--- src/sv/bgt_pkg.sv ---
package bgt_pkg;

  localparam int MAX_POINTS = 256;
  localparam int QBITS      = 17;   // quotient bits of the shared divider
  localparam int NBITS      = 26;   // dividend bits
  localparam int DBITS      = 9;    // divisor bits (twice the step count)
  localparam int IBITS      = 19;   // corner index bits

  localparam logic [2:0] FACE_FRONT  = 3'd0;
  localparam logic [2:0] FACE_RIGHT  = 3'd1;
  localparam logic [2:0] FACE_LEFT   = 3'd2;
  localparam logic [2:0] FACE_BACK   = 3'd3;
  localparam logic [2:0] FACE_BOTTOM = 3'd4;
  localparam logic [2:0] FACE_TOP    = 3'd5;

  localparam logic [2:0] REG_WIDTH  = 3'd0;
  localparam logic [2:0] REG_HEIGHT = 3'd1;
  localparam logic [2:0] REG_DEPTH  = 3'd2;
  localparam logic [2:0] REG_PTS_X  = 3'd3;
  localparam logic [2:0] REG_PTS_Y  = 3'd4;
  localparam logic [2:0] REG_PTS_Z  = 3'd5;

  // divider lanes
  localparam int LANE_RAMP_U = 0;
  localparam int LANE_RAMP_V = 1;
  localparam int LANE_TEX_U  = 2;
  localparam int LANE_TEX_V  = 3;

  // bias added so every ramp dividend stays positive: q' = q + RAMP_BIAS
  localparam logic [17:0] RAMP_BIAS = 18'd32769;

  typedef struct packed {
    logic [15:0] box_width;
    logic [15:0] box_height;
    logic [15:0] box_depth;
    logic [8:0]  points_x;
    logic [8:0]  points_y;
    logic [8:0]  points_z;
  } cfg_t;

  typedef struct packed {
    logic [2:0]                  face;
    logic signed [15:0]          fixed_c;
    logic [3:0][IBITS-1:0]       corner;
    logic                        quad_valid;
    logic                        in_range;
  } side_t;

  typedef struct packed {
    side_t                       side;
    logic [1:0][DBITS-1:0]       dvs;
    logic [3:0][NBITS-1:0]       rem;
    logic [3:0][QBITS-1:0]       quo;
  } item_t;

  function automatic logic [8:0] eff_points(input logic [8:0] r);
    logic [8:0] res;
    if (r < 9'd2) begin
      res = 9'd2;
    end else if (r > 9'(MAX_POINTS)) begin
      res = 9'(MAX_POINTS);
    end else begin
      res = r;
    end
    return res;
  endfunction

endpackage

--- src/sv/bgt_div_stage.sv ---
module bgt_div_stage #(
  parameter int BIT = 0
) (
  input  logic             clk,
  input  logic             rst,
  input  logic             in_valid,
  output logic             in_ready,
  input  bgt_pkg::item_t   in_item,
  output logic             out_valid,
  input  logic             out_ready,
  output bgt_pkg::item_t   out_item
);
  import bgt_pkg::*;

  item_t            nxt;
  logic [NBITS-1:0] dsh;

  // one restoring step per lane: try to take divisor << BIT off the remainder
  always_comb begin
    nxt = in_item;
    for (int l = 0; l < 4; l++) begin
      dsh = NBITS'(in_item.dvs[l % 2]) << BIT;
      if (in_item.rem[l] >= dsh) begin
        nxt.rem[l]      = in_item.rem[l] - dsh;
        nxt.quo[l][BIT] = 1'b1;
      end
    end
  end

  assign in_ready = !out_valid || out_ready;

  always_ff @(posedge clk) begin
    if (rst) begin
      out_valid <= 1'b0;
    end else if (in_ready) begin
      out_valid <= in_valid;
    end
  end

  always_ff @(posedge clk) begin
    if (in_ready && in_valid) begin
      out_item <= nxt;
    end
  end

endmodule

--- config.mk ---
export PLATFORM = sky130hd
export DESIGN_NAME = bgt_div_stage
export DESIGN_NICKNAME = d
export VERILOG_FILES = /design/src/sv/bgt_pkg.sv /design/src/sv/bgt_div_stage.sv
export SDC_FILE = /design/constraint.sdc
export NUM_CORES = 1
export LEC_CHECK = 0
export BUFFER_PORTS_ARGS = -buffer_cell sky130_fd_sc_hd__buf_2
export CAP_MARGIN = 20
export CORE_AREA = 2 2 226 228
export CTS_CLUSTER_SIZE = 30
export DETAILED_ROUTE_END_ITERATION = 10
export DIE_AREA = 0 0 228 230
export PLACE_DENSITY = 0.56
export SLEW_MARGIN = 25
export SYNTH_ARGS = -nofsm -noshare
export SYNTH_HDL_FRONTEND = slang
export SYNTH_SLANG_ARGS = --single-unit
--- constraint.sdc ---
create_clock -name clk -period 7.3 [get_ports clk]
set_input_delay 0.365 -clock clk [delete_from_list [all_inputs] [get_ports clk]]
set_output_delay 0.365 -clock clk [all_outputs]
set_load 0.005 [all_outputs]
### Yosys cells after proc, flatten, opt, wreduce, memory -nomap -nowiden

Cells that the tools add are included.
W data, S select, Z words.

* reductions and logical operators: 3
* muxes and demuxes: 4
* $add $sub $neg: 4
* magnitude comparators: 4

Operators by type and width (number)
* $ge A26 B9 Y1: 4
* $mux W26: 4
* $sub A26 B9 Y26: 4
* $logic_and A1 B1 Y1: 1
* $logic_not A1 Y1: 1
* $logic_or A1 B1 Y1: 1

* bits in registers: 288

### Depth between registers and ports, before layout

* word-level depth: 3
* mapped depth: 12
* mapped depth without buffers: 11

### Worst setup path before layout

Ideal clock, no wire load.

* path kind: input -> register
* start point: input out_ready
* end point: register out_item[0] in the netlist's numbering (enable)
* library setup time: 686 ps
* stages: 2
* slack: -433 ps
* arrival time: 7047 ps
* path buffers: 0
* cell sequence: nand2b_1 -> and2_1

* longest elaborated chain between the ends: 2

Ends and longest elaborated chain
* start, declared: RTL line bgt_div_stage.sv:10 `input logic out_ready,`
* $logic_or A1 B1 Y1: RTL line bgt_div_stage.sv:30 `assign in_ready = !out_valid || out_ready;`
* $logic_and A1 B1 Y1: RTL line bgt_div_stage.sv:41 `if (in_ready && in_valid) begin`
* end signal, assigned: RTL line bgt_div_stage.sv:42 `out_item <= nxt;`
* end, declared: RTL line bgt_div_stage.sv:11 `output bgt_pkg::item_t out_item`

Every way passes these cells.
A chain may end at the register's enable or synchronous reset.

==> flow_summary.ini <==
[placed_design]
gp_congestion = 0.872
hpwlAfterDp_um = 29400
preCtsSetupSlack_ns = 3.78
numPortBuffers = 579

[yosys]
synth_seq_area_share_pct = 71.0
async_flop_share_pct = 0
syn_area_um2 = 12200
syn_avg_cell_area_um2 = 14.9
ys.flop_type = edfxtp_1
synth_cells = 815
netlist_top_cells_area = edfxtp_1 71%, xor2_1 4.0%, ha_1 3.7%
yosysWarnings = 0
synth_edf_count = 287
synth_top_area_share_pct = 70.8
ys_types = 58
syn_nets = 1146
ys_seq_elements = 288
yosys.area.top_type = edfxtp_1

[worst_setup_path]
crit_path_end_kind = flop
arrival_ns = 3.69
slowest_delay_ns = 0.60
crit_top_cell = a211oi_1
criticalPathCategory = primary input to flop
r2r_slack_ns = 4.90
worstReg2RegStart = out_valid$_SDFFE_PP0N_
cp_cell_sequence = dlygate4sd3_1 > buf_2 > inv_1 > fa_1 > a211oi_1 > o21ai_0 > a211oi_1 > and2_1 > or3_1 > nor3_1 > xor2_1
crit_path_max_fanout = 18
crit_slowest_cell = and2_1
r2r-end = out_item[144]$_DFFE_PP_
critPathRequiredTime_ns = 7.56
critPathLaunchType = primary input
rr_worst_depth = 4

[clock_tree]
numClockSinks = 288
clk_latency_ns = 0.52
hold_buffers = 160
clk_path_buf_depth = 3
cts_made_buffers = 35
cts_setup_buffers = 0
clkTransAtPathRegs_ns = 0.05
root_buffer = clkbuf_16
h-tree-depth = 2
cts_tree = yes
cts_resized = 0

[timing]
worstMarginPinSlew_ns = 0.941
finalCritPeriodShare_pct = 47.0
hold_viol_final = 0
setup_viol = 0
rsz0062_at_grt = false
setup_slack_ns = 3.87
maxSlewViolCount = 0
setup_tns_ns = 0
fin_skew_ns = 0.0110
max_freq_mhz = 292
relSlewSlack_pct = 37.3
min_period_ns = 3.43

[hold_path]
hold_class = primary input to flop
worstHoldPathCells = 1
min_to = out_item[205]$_DFFE_PP_
worstHoldStart = in_item[205]

[global_routing]
overflow = 0
antenna_found_initial = 4
grt_pass1_wl_um = 58800
grt_pass1_vias = 10200
grtUsageTotal_pct = 14.3
grt_max_degree = 141

[routing]
via_per_inst = 4.27
wl_per_cell_um = 17.2
drtIter0Drc = 479
drt_first_pass_iters = 4
routed_wl_um = 39300
ant_nets = 0
post-route-drc-count = 0
via_count = 9756

[floorplan]
die_w_um = 228
ios = 580
dieArea_um2 = 52400
die_height_um = 230
initial_core_util_pct = 24.4
core_area_um2 = 49900
row_count = 82

[finish]
drive_gt1_share_pct = 40.7
nets = 1919
syn_to_final_growth_pct = 53.3

[power_and_ir_drop]
p_leak_nw = 7.78
vdd_ir_drop_max_uv = 317
powerDensity_nw_per_um2 = 230

[run_status]
status = completed

[run]
max_cap_viol_count = 0
-- stage by stage --
| step | hold slack (ns) | util, % | std cells | power [W] | cell area, um2 |
|---|---|---|---|---|---|
| after detailed placement | 0.516 | 31.9 | 2062 | 0.00253 | 15900 |
| after floorplan | 0.434 | - | 815 | 0.00226 | 12200 |
| final | 0.0464 | 37.4 | 2287 | 0.00429 | 18700 |
| after global placement | 0.498 | 31.9 | 2062 | 0.00252 | 15900 |
| after global routing | 0.000320 | 37.4 | 2287 | 0.00448 | 18700 |
| after CTS | 0.00103 | 37.4 | 2285 | 0.00435 | 18600 |
-- sequential cells by signal (all words and copies together) (netlist names) --
signal,flops
out_item,287
out_valid,1
-- how the worst max path moves through the flow --
stage                       startpoint                         to  slack (ns)  cells past startpoint
after floorplan              out_ready  out_item[0]$_SDFFCE_PP1P_        2.81                      2
after global placement    in_item[146]    out_item[161]$_DFFE_PP_        3.83                     12
after detailed placement  in_item[146]    out_item[157]$_DFFE_PP_        3.78                     12
after CTS                 in_item[182]    out_item[157]$_DFFE_PP_        3.90                     11
after global routing      in_item[182]    out_item[157]$_DFFE_PP_        3.57                     11
final                     in_item[182]    out_item[157]$_DFFE_PP_        3.87                     11
-- layout by cell type (no fill, tap or decap), drive strengths merged, types with 28 or more instances in the layout --
| master | Yosys | final |
|---|---|---|
| edfxtp | 287 | 287 |
| clkbuf | 3 | 45 |
| xnor2 | 29 | 29 |
| inv | 33 | 35 |
| dlygate4sd3 | 0 | 160 |
| o21ai | 28 | 28 |
| nor2 | 69 | 69 |
| buf | 4 | 583 |
| nand2 | 35 | 35 |
| ha | 36 | 36 |
| a21oi | 36 | 36 |
| xor2 | 56 | 56 |
-- final cells by class --
cell class	instances	area (um2)
inverters	33	124
repair buffers	743	4560
fillers	4853	31200
multi-input cells	487	3370
clock inverters	18	170
diodes	1	2.50
well taps	672	841
clock buffers	45	956
flip-flops and latches	288	8640
-- cell families (layout without fill, tap and decap cells) --
logic type / count (synthesis) / count (layout) / share of synthesized area [%]
DFF: 288 / 288 / 71.0
and+or+nand+nor: 232 / 232 / 10.0
AOI/OAI and AO/OA: 118 / 118 / 6.09
xor gates and xnor gates: 85 / 85 / 6.12
adders and majority gates: 40 / 40 / 4.36
buffers and inverters: 40 / 839 / 1.35
muxes: 12 / 12 / 1.13
other: 0 / 1 / 0
-- metal layers --
| layer | vias up | global-route usage, % | part of all wire [%] |
|---|---|---|---|
| li1 | 4635 | - | - |
| met3 | 74 | 4.45 | 7.2 |
| met5 | - | 0 | 0.046 |
| met2 | 379 | 26.1 | 52 |
| met4 | 4 | 4.43 | 2.5 |
| met1 | 4664 | 15.9 | 39 |
-- report_power, final --
part | leakage (nW) | switching, W | internal, W
Sequential | 2.78 | 0.0000298 | 0.00196
Clock | 0.548 | 0.000687 | 0.00103
Combinational | 4.45 | 0.000294 | 0.000281
Total | 7.78 | 0.00101 | 0.00328
-- worst max-delay path: cells and delay by family --
kind / cells / cell delay (ns)
buffers and inverters: 3 / 0.76
XOR/XNOR: 1 / 0.14
AO/OA/AOI/OAI: 3 / 0.98
adder cells (fa/ha/maj): 1 / 0.48
AND/OR/NAND/NOR: 3 / 0.96
-- synth_stat cells, types with 2 or more instances --
library cell and n:
a211oi_1 10, a21o_1 10, a21oi_1 36, a22oi_1 2, a31oi_1 4, and2_1 2, buf_2 2, clkbuf_1 3
edfxtp_1 287, fa_1 4, ha_1 36, inv_1 33, mux2_2 10, nand2_1 34, nand2b_1 18, nand3_1 12
nand3b_1 4, nand4_1 7, nand4b_1 2, nor2_1 69, nor2b_1 5, nor3_1 21, nor4_1 20, o2111ai_1 2
o211ai_1 3, o21a_1 4, o21ai_0 27, o21bai_1 5, o31ai_1 6, or2_1 2, or2_2 6, or3_1 14
or4_1 6, or4_4 2, xnor2_1 29, xor2_1 56
Power figures use the tool's default switching activity.
