`config.mk`:
```
export PLATFORM = sky130hd
export DESIGN_NAME = bgt_front
export DESIGN_NICKNAME = d
export VERILOG_FILES = /design/src/sv/bgt_pkg.sv /design/src/sv/bgt_front.sv
export SDC_FILE = /design/constraint.sdc
export NUM_CORES = 2
export LEC_CHECK = 0
export BUFFER_PORTS_ARGS = -buffer_cell sky130_fd_sc_hd__buf_2
export CAP_MARGIN = 10
export CORE_UTILIZATION = 41
export DETAILED_ROUTE_END_ITERATION = 8
export HOLD_SLACK_MARGIN = 0.1
export PLACE_DENSITY_LB_ADDON = 0.08
export SLEW_MARGIN = 20
export SYNTH_ARGS = -nofsm -noshare
export SYNTH_HDL_FRONTEND = slang
export SYNTH_SLANG_ARGS = --single-unit
export TNS_END_PERCENT = 5
```
`constraint.sdc`:
```
create_clock -name clk -period 16.5 [get_ports clk]
set_input_delay 3.3 -clock clk [delete_from_list [all_inputs] [get_ports clk]]
set_output_delay 3.3 -clock clk [all_outputs]
set_load 0.03 [all_outputs]
```
`src/sv/bgt_pkg.sv`:
```
package bgt_pkg;

  localparam int MAX_POINTS = 256;
  localparam int QBITS      = 17;   // quotient bits of the shared divider
  localparam int NBITS      = 26;   // dividend bits
  localparam int DBITS      = 9;    // divisor bits (twice the step count)
  localparam int IBITS      = 19;   // corner index bits

  localparam logic [2:0] FACE_FRONT  = 3'd0;
  localparam logic [2:0] FACE_RIGHT  = 3'd1;
  localparam logic [2:0] FACE_LEFT   = 3'd2;
  localparam logic [2:0] FACE_BACK   = 3'd3;
  localparam logic [2:0] FACE_BOTTOM = 3'd4;
  localparam logic [2:0] FACE_TOP    = 3'd5;

  localparam logic [2:0] REG_WIDTH  = 3'd0;
  localparam logic [2:0] REG_HEIGHT = 3'd1;
  localparam logic [2:0] REG_DEPTH  = 3'd2;
  localparam logic [2:0] REG_PTS_X  = 3'd3;
  localparam logic [2:0] REG_PTS_Y  = 3'd4;
  localparam logic [2:0] REG_PTS_Z  = 3'd5;

  // divider lanes
  localparam int LANE_RAMP_U = 0;
  localparam int LANE_RAMP_V = 1;
  localparam int LANE_TEX_U  = 2;
  localparam int LANE_TEX_V  = 3;

  // bias added so every ramp dividend stays positive: q' = q + RAMP_BIAS
  localparam logic [17:0] RAMP_BIAS = 18'd32769;

  typedef struct packed {
    logic [15:0] box_width;
    logic [15:0] box_height;
    logic [15:0] box_depth;
    logic [8:0]  points_x;
    logic [8:0]  points_y;
    logic [8:0]  points_z;
  } cfg_t;

  typedef struct packed {
    logic [2:0]                  face;
    logic signed [15:0]          fixed_c;
    logic [3:0][IBITS-1:0]       corner;
    logic                        quad_valid;
    logic                        in_range;
  } side_t;

  typedef struct packed {
    side_t                       side;
    logic [1:0][DBITS-1:0]       dvs;
    logic [3:0][NBITS-1:0]       rem;
    logic [3:0][QBITS-1:0]       quo;
  } item_t;

  function automatic logic [8:0] eff_points(input logic [8:0] r);
    logic [8:0] res;
    if (r < 9'd2) begin
      res = 9'd2;
    end else if (r > 9'(MAX_POINTS)) begin
      res = 9'(MAX_POINTS);
    end else begin
      res = r;
    end
    return res;
  endfunction

endpackage

```
`src/sv/bgt_front.sv`:
```
module bgt_front (
  input  logic               clk,
  input  logic               rst,
  input  bgt_pkg::cfg_t      cfg,
  input  logic               in_valid,
  output logic               in_ready,
  input  logic [2:0]         face,
  input  logic [7:0]         col,
  input  logic [7:0]         row,
  output logic               out_valid,
  input  logic               out_ready,
  output bgt_pkg::item_t     out_item
);
  import bgt_pkg::*;

  // stage A registers
  logic               vld_a;
  logic               rdy_a;
  logic [2:0]         face_a;
  logic [7:0]         col_a;
  logic               in_range_a;
  logic               quad_a;
  logic [8:0]         nc_a;
  logic [7:0]         ku_a;
  logic [7:0]         kv_a;
  logic [7:0]         tu_a;
  logic [7:0]         tv_a;
  logic               sgn_u_a;
  logic               sgn_v_a;
  logic [23:0]        tl_u_a;
  logic [23:0]        tl_v_a;
  logic [23:0]        lk_u_a;
  logic [23:0]        lk_v_a;
  logic [24:0]        kb_u_a;
  logic [24:0]        kb_v_a;
  logic signed [15:0] fixed_a;
  logic [17:0]        area_xy_a;
  logic [17:0]        area_zy_a;
  logic [17:0]        area_xz_a;
  logic [16:0]        rownc_a;

  // stage A combinational
  logic [8:0]         px;
  logic [8:0]         py;
  logic [8:0]         pz;
  logic [8:0]         nc;
  logic [8:0]         nr;
  logic [7:0]         ku;
  logic [7:0]         kv;
  logic [15:0]        len_u;
  logic [15:0]        len_v;
  logic [15:0]        len_c;
  logic               sgn_u;
  logic               sgn_v;
  logic               sgn_c;
  logic [16:0]        half_up;
  logic signed [15:0] fixed_c;
  logic               face_ok;
  logic               in_rng;

  always_comb begin
    px = eff_points(cfg.points_x);
    py = eff_points(cfg.points_y);
    pz = eff_points(cfg.points_z);
    nc = (face == FACE_RIGHT || face == FACE_LEFT) ? pz : px;
    nr = (face == FACE_BOTTOM || face == FACE_TOP) ? pz : py;
    ku = 8'(nc - 9'd1);
    kv = 8'(nr - 9'd1);
    len_u = (face == FACE_RIGHT || face == FACE_LEFT) ? cfg.box_depth : cfg.box_width;
    len_v = (face == FACE_BOTTOM || face == FACE_TOP) ? cfg.box_depth : cfg.box_height;
    sgn_u = (face == FACE_RIGHT || face == FACE_BACK);
    sgn_v = (face == FACE_TOP);
    unique case (face)
      FACE_FRONT:  begin len_c = cfg.box_depth;  sgn_c = 1'b0; end
      FACE_RIGHT:  begin len_c = cfg.box_width;  sgn_c = 1'b0; end
      FACE_LEFT:   begin len_c = cfg.box_width;  sgn_c = 1'b1; end
      FACE_BACK:   begin len_c = cfg.box_depth;  sgn_c = 1'b1; end
      FACE_BOTTOM: begin len_c = cfg.box_height; sgn_c = 1'b1; end
      default:     begin len_c = cfg.box_height; sgn_c = 1'b0; end
    endcase
    // half extent rounded half up, positive side saturates
    half_up = ({1'b0, len_c} + 17'd1) >> 1;
    if (sgn_c) begin
      fixed_c = -$signed({1'b0, len_c[15:1]});
    end else if (half_up > 17'd32767) begin
      fixed_c = 16'sd32767;
    end else begin
      fixed_c = $signed(half_up[15:0]);
    end
    face_ok = (face <= FACE_TOP);
    in_rng  = face_ok && ({1'b0, col} < nc) && ({1'b0, row} < nr);
  end

  logic in_ready_b;

  assign rdy_a    = !vld_a || in_ready_b;
  assign in_ready = rdy_a;

  always_ff @(posedge clk) begin
    if (rst) begin
      vld_a <= 1'b0;
    end else if (rdy_a) begin
      vld_a <= in_valid;
    end
  end

  always_ff @(posedge clk) begin
    if (rdy_a && in_valid) begin
      face_a     <= face;
      col_a      <= col;
      in_range_a <= in_rng;
      quad_a     <= in_rng && ({1'b0, col} < nc - 9'd1) && ({1'b0, row} < nr - 9'd1);
      nc_a       <= nc;
      ku_a       <= ku;
      kv_a       <= kv;
      tu_a       <= col;
      tv_a       <= row;
      sgn_u_a    <= sgn_u;
      sgn_v_a    <= sgn_v;
      tl_u_a     <= col * len_u;
      tl_v_a     <= row * len_v;
      lk_u_a     <= len_u * ku;
      lk_v_a     <= len_v * kv;
      kb_u_a     <= {1'b0, ku, 16'd0} + {16'd0, ku, 1'b0} + {17'd0, ku};
      kb_v_a     <= {1'b0, kv, 16'd0} + {16'd0, kv, 1'b0} + {17'd0, kv};
      fixed_a    <= fixed_c;
      area_xy_a  <= 18'(px * py);
      area_zy_a  <= 18'(pz * py);
      area_xz_a  <= 18'(px * pz);
      rownc_a    <= row * nc;
    end
  end

  // stage B combinational
  logic signed [26:0]   num_u;
  logic signed [26:0]   num_v;
  logic [IBITS-1:0]     offset;
  logic [IBITS-1:0]     idx_a;
  logic [IBITS-1:0]     xy;
  logic [IBITS-1:0]     zy;
  logic [IBITS-1:0]     xz;
  item_t                item_b;

  always_comb begin
    num_u = sgn_u_a
      ? $signed({2'b0, kb_u_a}) + $signed({3'b0, lk_u_a}) - $signed({2'b0, tl_u_a, 1'b0})
      : $signed({2'b0, kb_u_a}) - $signed({3'b0, lk_u_a}) + $signed({2'b0, tl_u_a, 1'b0});
    num_v = sgn_v_a
      ? $signed({2'b0, kb_v_a}) + $signed({3'b0, lk_v_a}) - $signed({2'b0, tl_v_a, 1'b0})
      : $signed({2'b0, kb_v_a}) - $signed({3'b0, lk_v_a}) + $signed({2'b0, tl_v_a, 1'b0});
    xy = {1'b0, area_xy_a};
    zy = {1'b0, area_zy_a};
    xz = {1'b0, area_xz_a};
    unique case (face_a)
      FACE_FRONT:  offset = '0;
      FACE_RIGHT:  offset = xy;
      FACE_LEFT:   offset = xy + zy;
      FACE_BACK:   offset = xy + (zy << 1);
      FACE_BOTTOM: offset = (xy << 1) + (zy << 1);
      default:     offset = (xy << 1) + (zy << 1) + xz;
    endcase
    idx_a = offset + {2'b0, rownc_a} + {11'd0, col_a};

    item_b.side.face       = face_a;
    item_b.side.fixed_c    = fixed_a;
    item_b.side.in_range   = in_range_a;
    item_b.side.quad_valid = quad_a;
    item_b.side.corner[0]  = idx_a;
    item_b.side.corner[1]  = quad_a ? idx_a + 19'd1 : '0;
    item_b.side.corner[2]  = quad_a ? idx_a + {10'd0, nc_a} : '0;
    item_b.side.corner[3]  = quad_a ? idx_a + {10'd0, nc_a} + 19'd1 : '0;
    item_b.dvs[0] = {ku_a, 1'b0};
    item_b.dvs[1] = {kv_a, 1'b0};
    item_b.rem[LANE_RAMP_U] = num_u[NBITS-1:0];
    item_b.rem[LANE_RAMP_V] = num_v[NBITS-1:0];
    item_b.rem[LANE_TEX_U]  = {2'b0, tu_a, 16'd0} + {18'd0, ku_a};
    item_b.rem[LANE_TEX_V]  = {2'b0, tv_a, 16'd0} + {18'd0, kv_a};
    item_b.quo = '0;
  end

  assign in_ready_b = !out_valid || out_ready;

  always_ff @(posedge clk) begin
    if (rst) begin
      out_valid <= 1'b0;
    end else if (in_ready_b) begin
      out_valid <= vld_a;
    end
  end

  always_ff @(posedge clk) begin
    if (in_ready_b && vld_a) begin
      out_item <= item_b;
    end
  end

endmodule

```
# After elaboration in Yosys (flattened, before gate mapping)
# Cells that the tools add are included.
[word_totals]
mem_bits_ro = 0
mem_count = 0
output_inout_bits = 289
inputBits = 98
mem_bits_rw = 0
wordCells = 128
reg_bits = 500
latch_bits = 0
[classes]
magnitude_cmp = 12
n_addsub = 27
reduce_logical = 18
multipliers = 8
shifts = 0
n_mux = 17
bitwise_logic = 0
n_eq_ne = 9
n_div = 0
[op_table]
columns = ["operator", "count"]
rows = [
  ["19-bit one-hot mux with 5 select lines", 1],
  ["9-bit 2-to-1 mux", 8],
  ["16-bit 2-to-1 mux", 4],
  ["9-bit by 9-bit multiplier with 18-bit output", 3],
  ["25-bit by 24-bit adder with 26-bit output", 2],
  ["26-bit adder", 2],
  ["26-bit 2-to-1 mux", 2],
  ["25-bit by 24-bit subtractor with 26-bit output", 2],
  ["26-bit by 25-bit subtractor with 26-bit output", 2],
  ["24-bit by 8-bit adder with 25-bit output", 2],
  ["24-bit by 9-bit adder with 25-bit output", 2],
  ["25-bit by 8-bit adder with 25-bit output", 2],
  ["16-bit by 8-bit multiplier with 24-bit output", 2],
  ["8-bit by 16-bit multiplier with 24-bit output", 2],
  ["19-bit by 1-bit adder with 19-bit output, second input constant", 2],
  ["8-bit by 9-bit less-than comparator with 1-bit output", 4],
  ["16-bit one-hot mux with 2 select lines", 1],
  ["9-bit > comparator, second input constant", 3],
  ["9-bit by 2-bit less-than comparator with 1-bit output, second input constant", 3],
  ["18-bit by 18-bit adder with 19-bit output", 1],
  ["18-bit by 19-bit adder with 19-bit output", 1],
  ["19-bit by 17-bit adder with 19-bit output", 1],
  ["19-bit by 18-bit adder with 19-bit output", 1],
  ["19-bit adder", 1],
  ["18 further kinds", 37],
]

# Depth between registers and ports, before layout
[depth]
depth_word = 9
depth_mapped = 34
ltp_nobuf = 33

# Worst setup path after synthesis
# OpenSTA, ideal clock, no wires.
[synth_timing]
kind = "input port to flip-flop"
start = "input port out_ready"
end = "register out_item[100] in the netlist's numbering, enable pin"
required_ns = 15.753
setup_slack_ns = 4.384
t_arrival_ns = 11.369
setup_time_ns = 0.747
stages = 2
n_path_buf = 0
path_cell_list = "nor2b_1 -> nor2b_1"
[synth_between]
elab_chain_len = 2
[synth_lines]
columns = ["element", "line", "rtl"]
rows = [
  ["start, declared", "bgt_front.sv:11", "input logic out_ready,"],
  ["1-bit logical OR", "bgt_front.sv:181", "assign in_ready_b = !out_valid || out_ready;"],
  ["1-bit logical AND", "bgt_front.sv:192", "if (in_ready_b && vld_a) begin"],
  ["end signal, assigned", "bgt_front.sv:193", "out_item <= item_b;"],
  ["end, declared", "bgt_front.sv:12", "output bgt_pkg::item_t out_item"],
]
# Every way passes these cells.
# A chain may end at the register's enable or synchronous reset.

# Final worst setup path
[layout_timing]
start = "input port cfg[6] in the netlist's numbering"
end = "register lk_u_a[23] (data pin)"
[layout_between]
elab_chain_len = 6
elab_cells_between_ends = 7
cone_classes = "1 x add/sub; 1 x mul; 2 x order compare; 3 x mux"
[layout_lines]
columns = ["element", "line", "rtl"]
rows = [
  ["start, declared", "bgt_front.sv:4", "input bgt_pkg::cfg_t cfg,"],
  ["9-bit > comparator", "bgt_pkg.sv:60", "end else if (r > 9'(MAX_POINTS)) begin"],
  ["9-bit 2-to-1 mux", "bgt_pkg.sv:60", ""],
  ["9-bit 2-to-1 mux *", "bgt_pkg.sv:58", "if (r < 9'd2) begin"],
  ["9-bit 2-to-1 mux *", "bgt_front.sv:65", "nc = (face == FACE_RIGHT || face == FACE_LEFT) ? pz : px;"],
  ["net nc[0]", "bgt_front.sv:46", "logic [8:0] nc;"],
  ["9-bit by 1-bit subtractor with 9-bit output *", "--", ""],
  ["net ku[2]", "bgt_front.sv:48", "logic [7:0] ku;"],
  ["16-bit by 8-bit multiplier with 24-bit output *", "bgt_front.sv:122", "lk_u_a <= len_u * ku;"],
  ["end signal, assigned", "bgt_front.sv:122", ""],
  ["end, declared", "bgt_front.sv:32", "logic [23:0] lk_u_a;"],
]
# The timed path passes the listed nets; every way through them passes the cells marked *.

==> metrics.md <==
| Metric | Value |
|---|---|
| Routed WL | approximately 150 mm |
| I/O pin cnt | 387 |
| Part of the power in registers | roughly 16% |
| Yosys warning count | 0 |
| Post-cts sizing count | 0 |
| Die H | approximately 370 um |
| Status | completed |
| Max_cap viols | 0 |
| Worst skew pair latency | 690 ps |
| Root buf cell | clkbuf_16 |
| Comb power frac | approximately 74% |
| Setup TNS | 0 ps |
| Post-synthesis compound-gate area fraction | ~10% |
| Critical path endpoint category | flip-flop |
| Routability-driven placement congestion ratio | about 0.88 |
| Vias per inst | approximately 5 |
| Largest family of logic cells by synthesized area | adder cells |
| Die W | approximately 370 um |
| Setup ws final | roughly 5400 ps |
| Postcts setup bufs | 0 |
| Final setup vio count | 0 |
| Post-layout minimum cycle time | between 10,000 and 15,000 ps |
| Routed Antenna Nets | 0 |
| Reg clk slew, reported paths | approximately 60 ps |
| P_leak | 28.3 nW |
| Simple-gate portion of the synthesized area | roughly 14% |
| Core Box Area | ~130,000 um^2 |
| Post-Syn Area | approximately 55,000 um^2 |
| Slowest-stage cell, CP | inv_1 |
| First-pass GRT wire length | ~240 mm |
| Starting DRC count in detailed routing | 2,415 |
| Internal Power | around 6.6 mW |
| I/O Buffers | a little under 300 |
| Netlist cell types | 93 |
| Max FO, Critical Path | 21 |
| Kind of critical path | in -> reg |
| Cells after synthesis | approximately 5,800 |
| RSZ-0062 raised after global routing | no |
| Max H-tree Level | 2 |
| Critical Path Most Common Cell | inv_1 |
| Cts bufs inserted | between 50 and 60 |
| Hold_buf cts | 0 |
| Initial Util | around 41% |
| Total gr overflow | 0 |
| Largest net degree at the start of global routing | just over 100 |
| Synth Register Bits | about 430 |
| Register area share after synthesis | a little under a quarter |
| VDD IR max | between 0.0001 and 0.00015 V |
| Synth Area in XOR/XNOR | 5.29% |
| Final Cycle Share | 67.4% |
| Crit-path max cell delay | about 710 ps |
| Vias in the first global route | roughly 41,000 |
| Async S/R FF share, synth | 0% |
| Fmax | ~90 MHz |
| P&R area growth vs syn | 9.51% |
| Skew final | 39.9 ps |
| Final Hold Viols | 0 |
| DR WL/cell | 19.6 um |
| CTS Buffer Depth | 3 |
| Number of cell rows | around 130 |
| First-pass iteration count of the detailed router | 6 |
| Required arrival time at the worst endpoint | 16,880 ps |
| GRT Util Overall | 23.0% |
| Fin. max-slew vios | 0 |
| Pwr Density | ~220 nW/um^2 |
| Worst Path Arrival | approximately 12,000 ps |
| Crit path launch type | input pin |
| DR DRC count | 0 |
| Main synth FF type | edfxtp_1 |
| Worst Max-Slew Pin Slew | approximately 1000 ps |
| Max_slew headroom | between 20% and 30% |
| Avg Cell Area, Syn | about 9.4 um^2 |
| Synth Area in Adders | a little over a third |
| Antenna violations before repair | 18 |
| CTS tree | built |
| Routed vias | between 40,000 and 50,000 |
| Post-DP HPWL | around 120 mm |
| Clock Sinks | about 430 |
| Hold Path Class | reg -> reg |
| Layout cells sized above 1 | 9.10% |
| Final #Nets | 7,359 |
| Sw Ratio | about half |
| Die area | between 100,000 and 150,000 um^2 |
| Post-synthesis mux area share | 1.59% |
| Worst slack at placement | 4760 ps |
| Switching pwr | ~6.3 mW |
| Post-synth EDFFs | 430 |
| Clock power share | 10.1% |
-- cell families after synthesis --
group                    count (synthesis)
XOR/XNOR                               325
flip-flops                             432
other                                    1
adder cells (fa/ha/maj)               1205
AND/OR/NAND/NOR                       1600
multiplexers                            82
buffers and inverters                 1266
AO/OA/AOI/OAI                          898
-- worst max-delay path: cells and delay by family --
| family | cells | cell delay, ps |
|---|---|---|
| xor+xnor | 2 | 250 |
| buf+inv | 8 | 1910 |
| compound gates | 10 | 2590 |
| fa+ha+maj | 6 | 2580 |
| simple gates | 4 | 840 |
-- metrics by stage --
stage / instance area, um^2 / power, mW / hold WS (ps) / util, % / instances
floorplan: 55000 / 9.49 / 400 / - / 5898
detailed placement: 57900 / 11.6 / 405 / 43.9 / 7752
finish: 59900 / 12.9 / 402 / 45.4 / 7863
CTS: 59900 / 13.0 / 403 / 45.4 / 7853
global placement: 57900 / 11.6 / 402 / 43.9 / 7752
global route: 59900 / 14.3 / 407 / 45.4 / 7859
-- state kept, by name (all words and copies together), names as in the netlist, 10 cells and up --
signal / count
tl_v_a: 24
tl_u_a: 24
area_xy_a: 18
area_xz_a: 18
rownc_a: 17
lk_u_a: 24
kb_u_a: 10
kb_v_a: 10
area_zy_a: 18
out_item: 181
fixed_a: 16
lk_v_a: 24
-- cells in the mapped netlist (21+ instances only) --
| library cell | count | area [um^2] |
|---|---|---|
| inv_1 | 982 | 3690 |
| fa_1 | 613 | 12300 |
| ha_1 | 592 | 7410 |
| nand2_1 | 561 | 2110 |
| nor2_1 | 442 | 1660 |
| edfxtp_1 | 430 | 12900 |
| a21oi_1 | 286 | 1430 |
| xnor2_1 | 211 | 1850 |
| and2_1 | 184 | 1150 |
| o21ai_0 | 184 | 921 |
| clkbuf_1 | 152 | 571 |
| xor2_1 | 111 | 972 |
| buf_4 | 107 | 803 |
| nor2b_1 | 97 | 607 |
| a21o_1 | 96 | 721 |
| nand2b_1 | 67 | 419 |
| nor3_1 | 51 | 255 |
| nand3_1 | 48 | 240 |
| mux2i_1 | 45 | 450 |
| o21a_1 | 44 | 330 |
| o21bai_1 | 43 | 323 |
| mux2_2 | 35 | 394 |
| or3_1 | 32 | 200 |
| a31oi_1 | 31 | 194 |
| and3_1 | 31 | 194 |
| nand4_1 | 21 | 131 |
-- layout make-up --
type                       instances  area, um^2
clock buffer                      59        1370
antenna                            7        17.5
fill                           12900       72100
timing repair buffer             378        2120
tap                             1755        2200
inverter                         990        3720
clock inverter                    42         556
multi-input combinational       4200       37000
sequential                       432       13000
-- per-layer routing --
metal	up-vias	track usage [%]	routed length, um
li1	19200	-	-
met1	19900	31.5	70200
met2	1026	36.4	69000
met3	190	5.64	11500
met4	20	5.90	3600
met5	-	0	121
-- layout by cell type, fill, tap and decap left out, types with 21 or more instances in the layout --
| cell | netlist | routed |
|---|---|---|
| a21oi_1 | 286 | 286 |
| mux2_2 | 35 | 35 |
| and2_1 | 184 | 183 |
| nor3_1 | 51 | 51 |
| or3_1 | 32 | 32 |
| fa_1 | 613 | 613 |
| xor2_1 | 111 | 111 |
| edfxtp_1 | 430 | 430 |
| xnor2_1 | 211 | 210 |
| buf_4 | 107 | 80 |
| o21ai_0 | 184 | 176 |
| nor2_1 | 442 | 441 |
| o21bai_1 | 43 | 43 |
| nor2b_1 | 97 | 92 |
| ha_1 | 592 | 592 |
| clkbuf_16 | 0 | 54 |
| nand3_1 | 48 | 48 |
| a21o_1 | 96 | 96 |
| nand4_1 | 21 | 21 |
| inv_1 | 982 | 982 |
| conb_1 | 1 | 90 |
| mux2i_1 | 45 | 44 |
| buf_2 | 8 | 296 |
| nand2b_1 | 67 | 66 |
| a31oi_1 | 31 | 31 |
| and3_1 | 31 | 31 |
| o21a_1 | 44 | 44 |
| nand2_1 | 561 | 561 |
-- final timing paths --
path / cells past startpoint / end / slack [ps] / start
setup / recovery: 30 / lk_u_a[23] / 5380 / cfg[6]
hold / removal: 0 / out_item[283] / 400 / fixed_a[15]
setup reg to reg: 31 / out_item[267] / 8150 / area_xy_a[2]
hold reg to reg: 0 / out_item[283] / 400 / fixed_a[15]
-- power groups by stage --
stage	Combinational (mW)	Clock, mW	Sequential (mW)
floorplan	7.14	0	2.36
global placement	9.47	0	2.14
detailed placement	9.49	0	2.15
CTS	9.57	1.34	2.13
global route	10.8	1.37	2.16
finish	9.50	1.30	2.11
No activity file was read; power rests on OpenSTA's default activity.
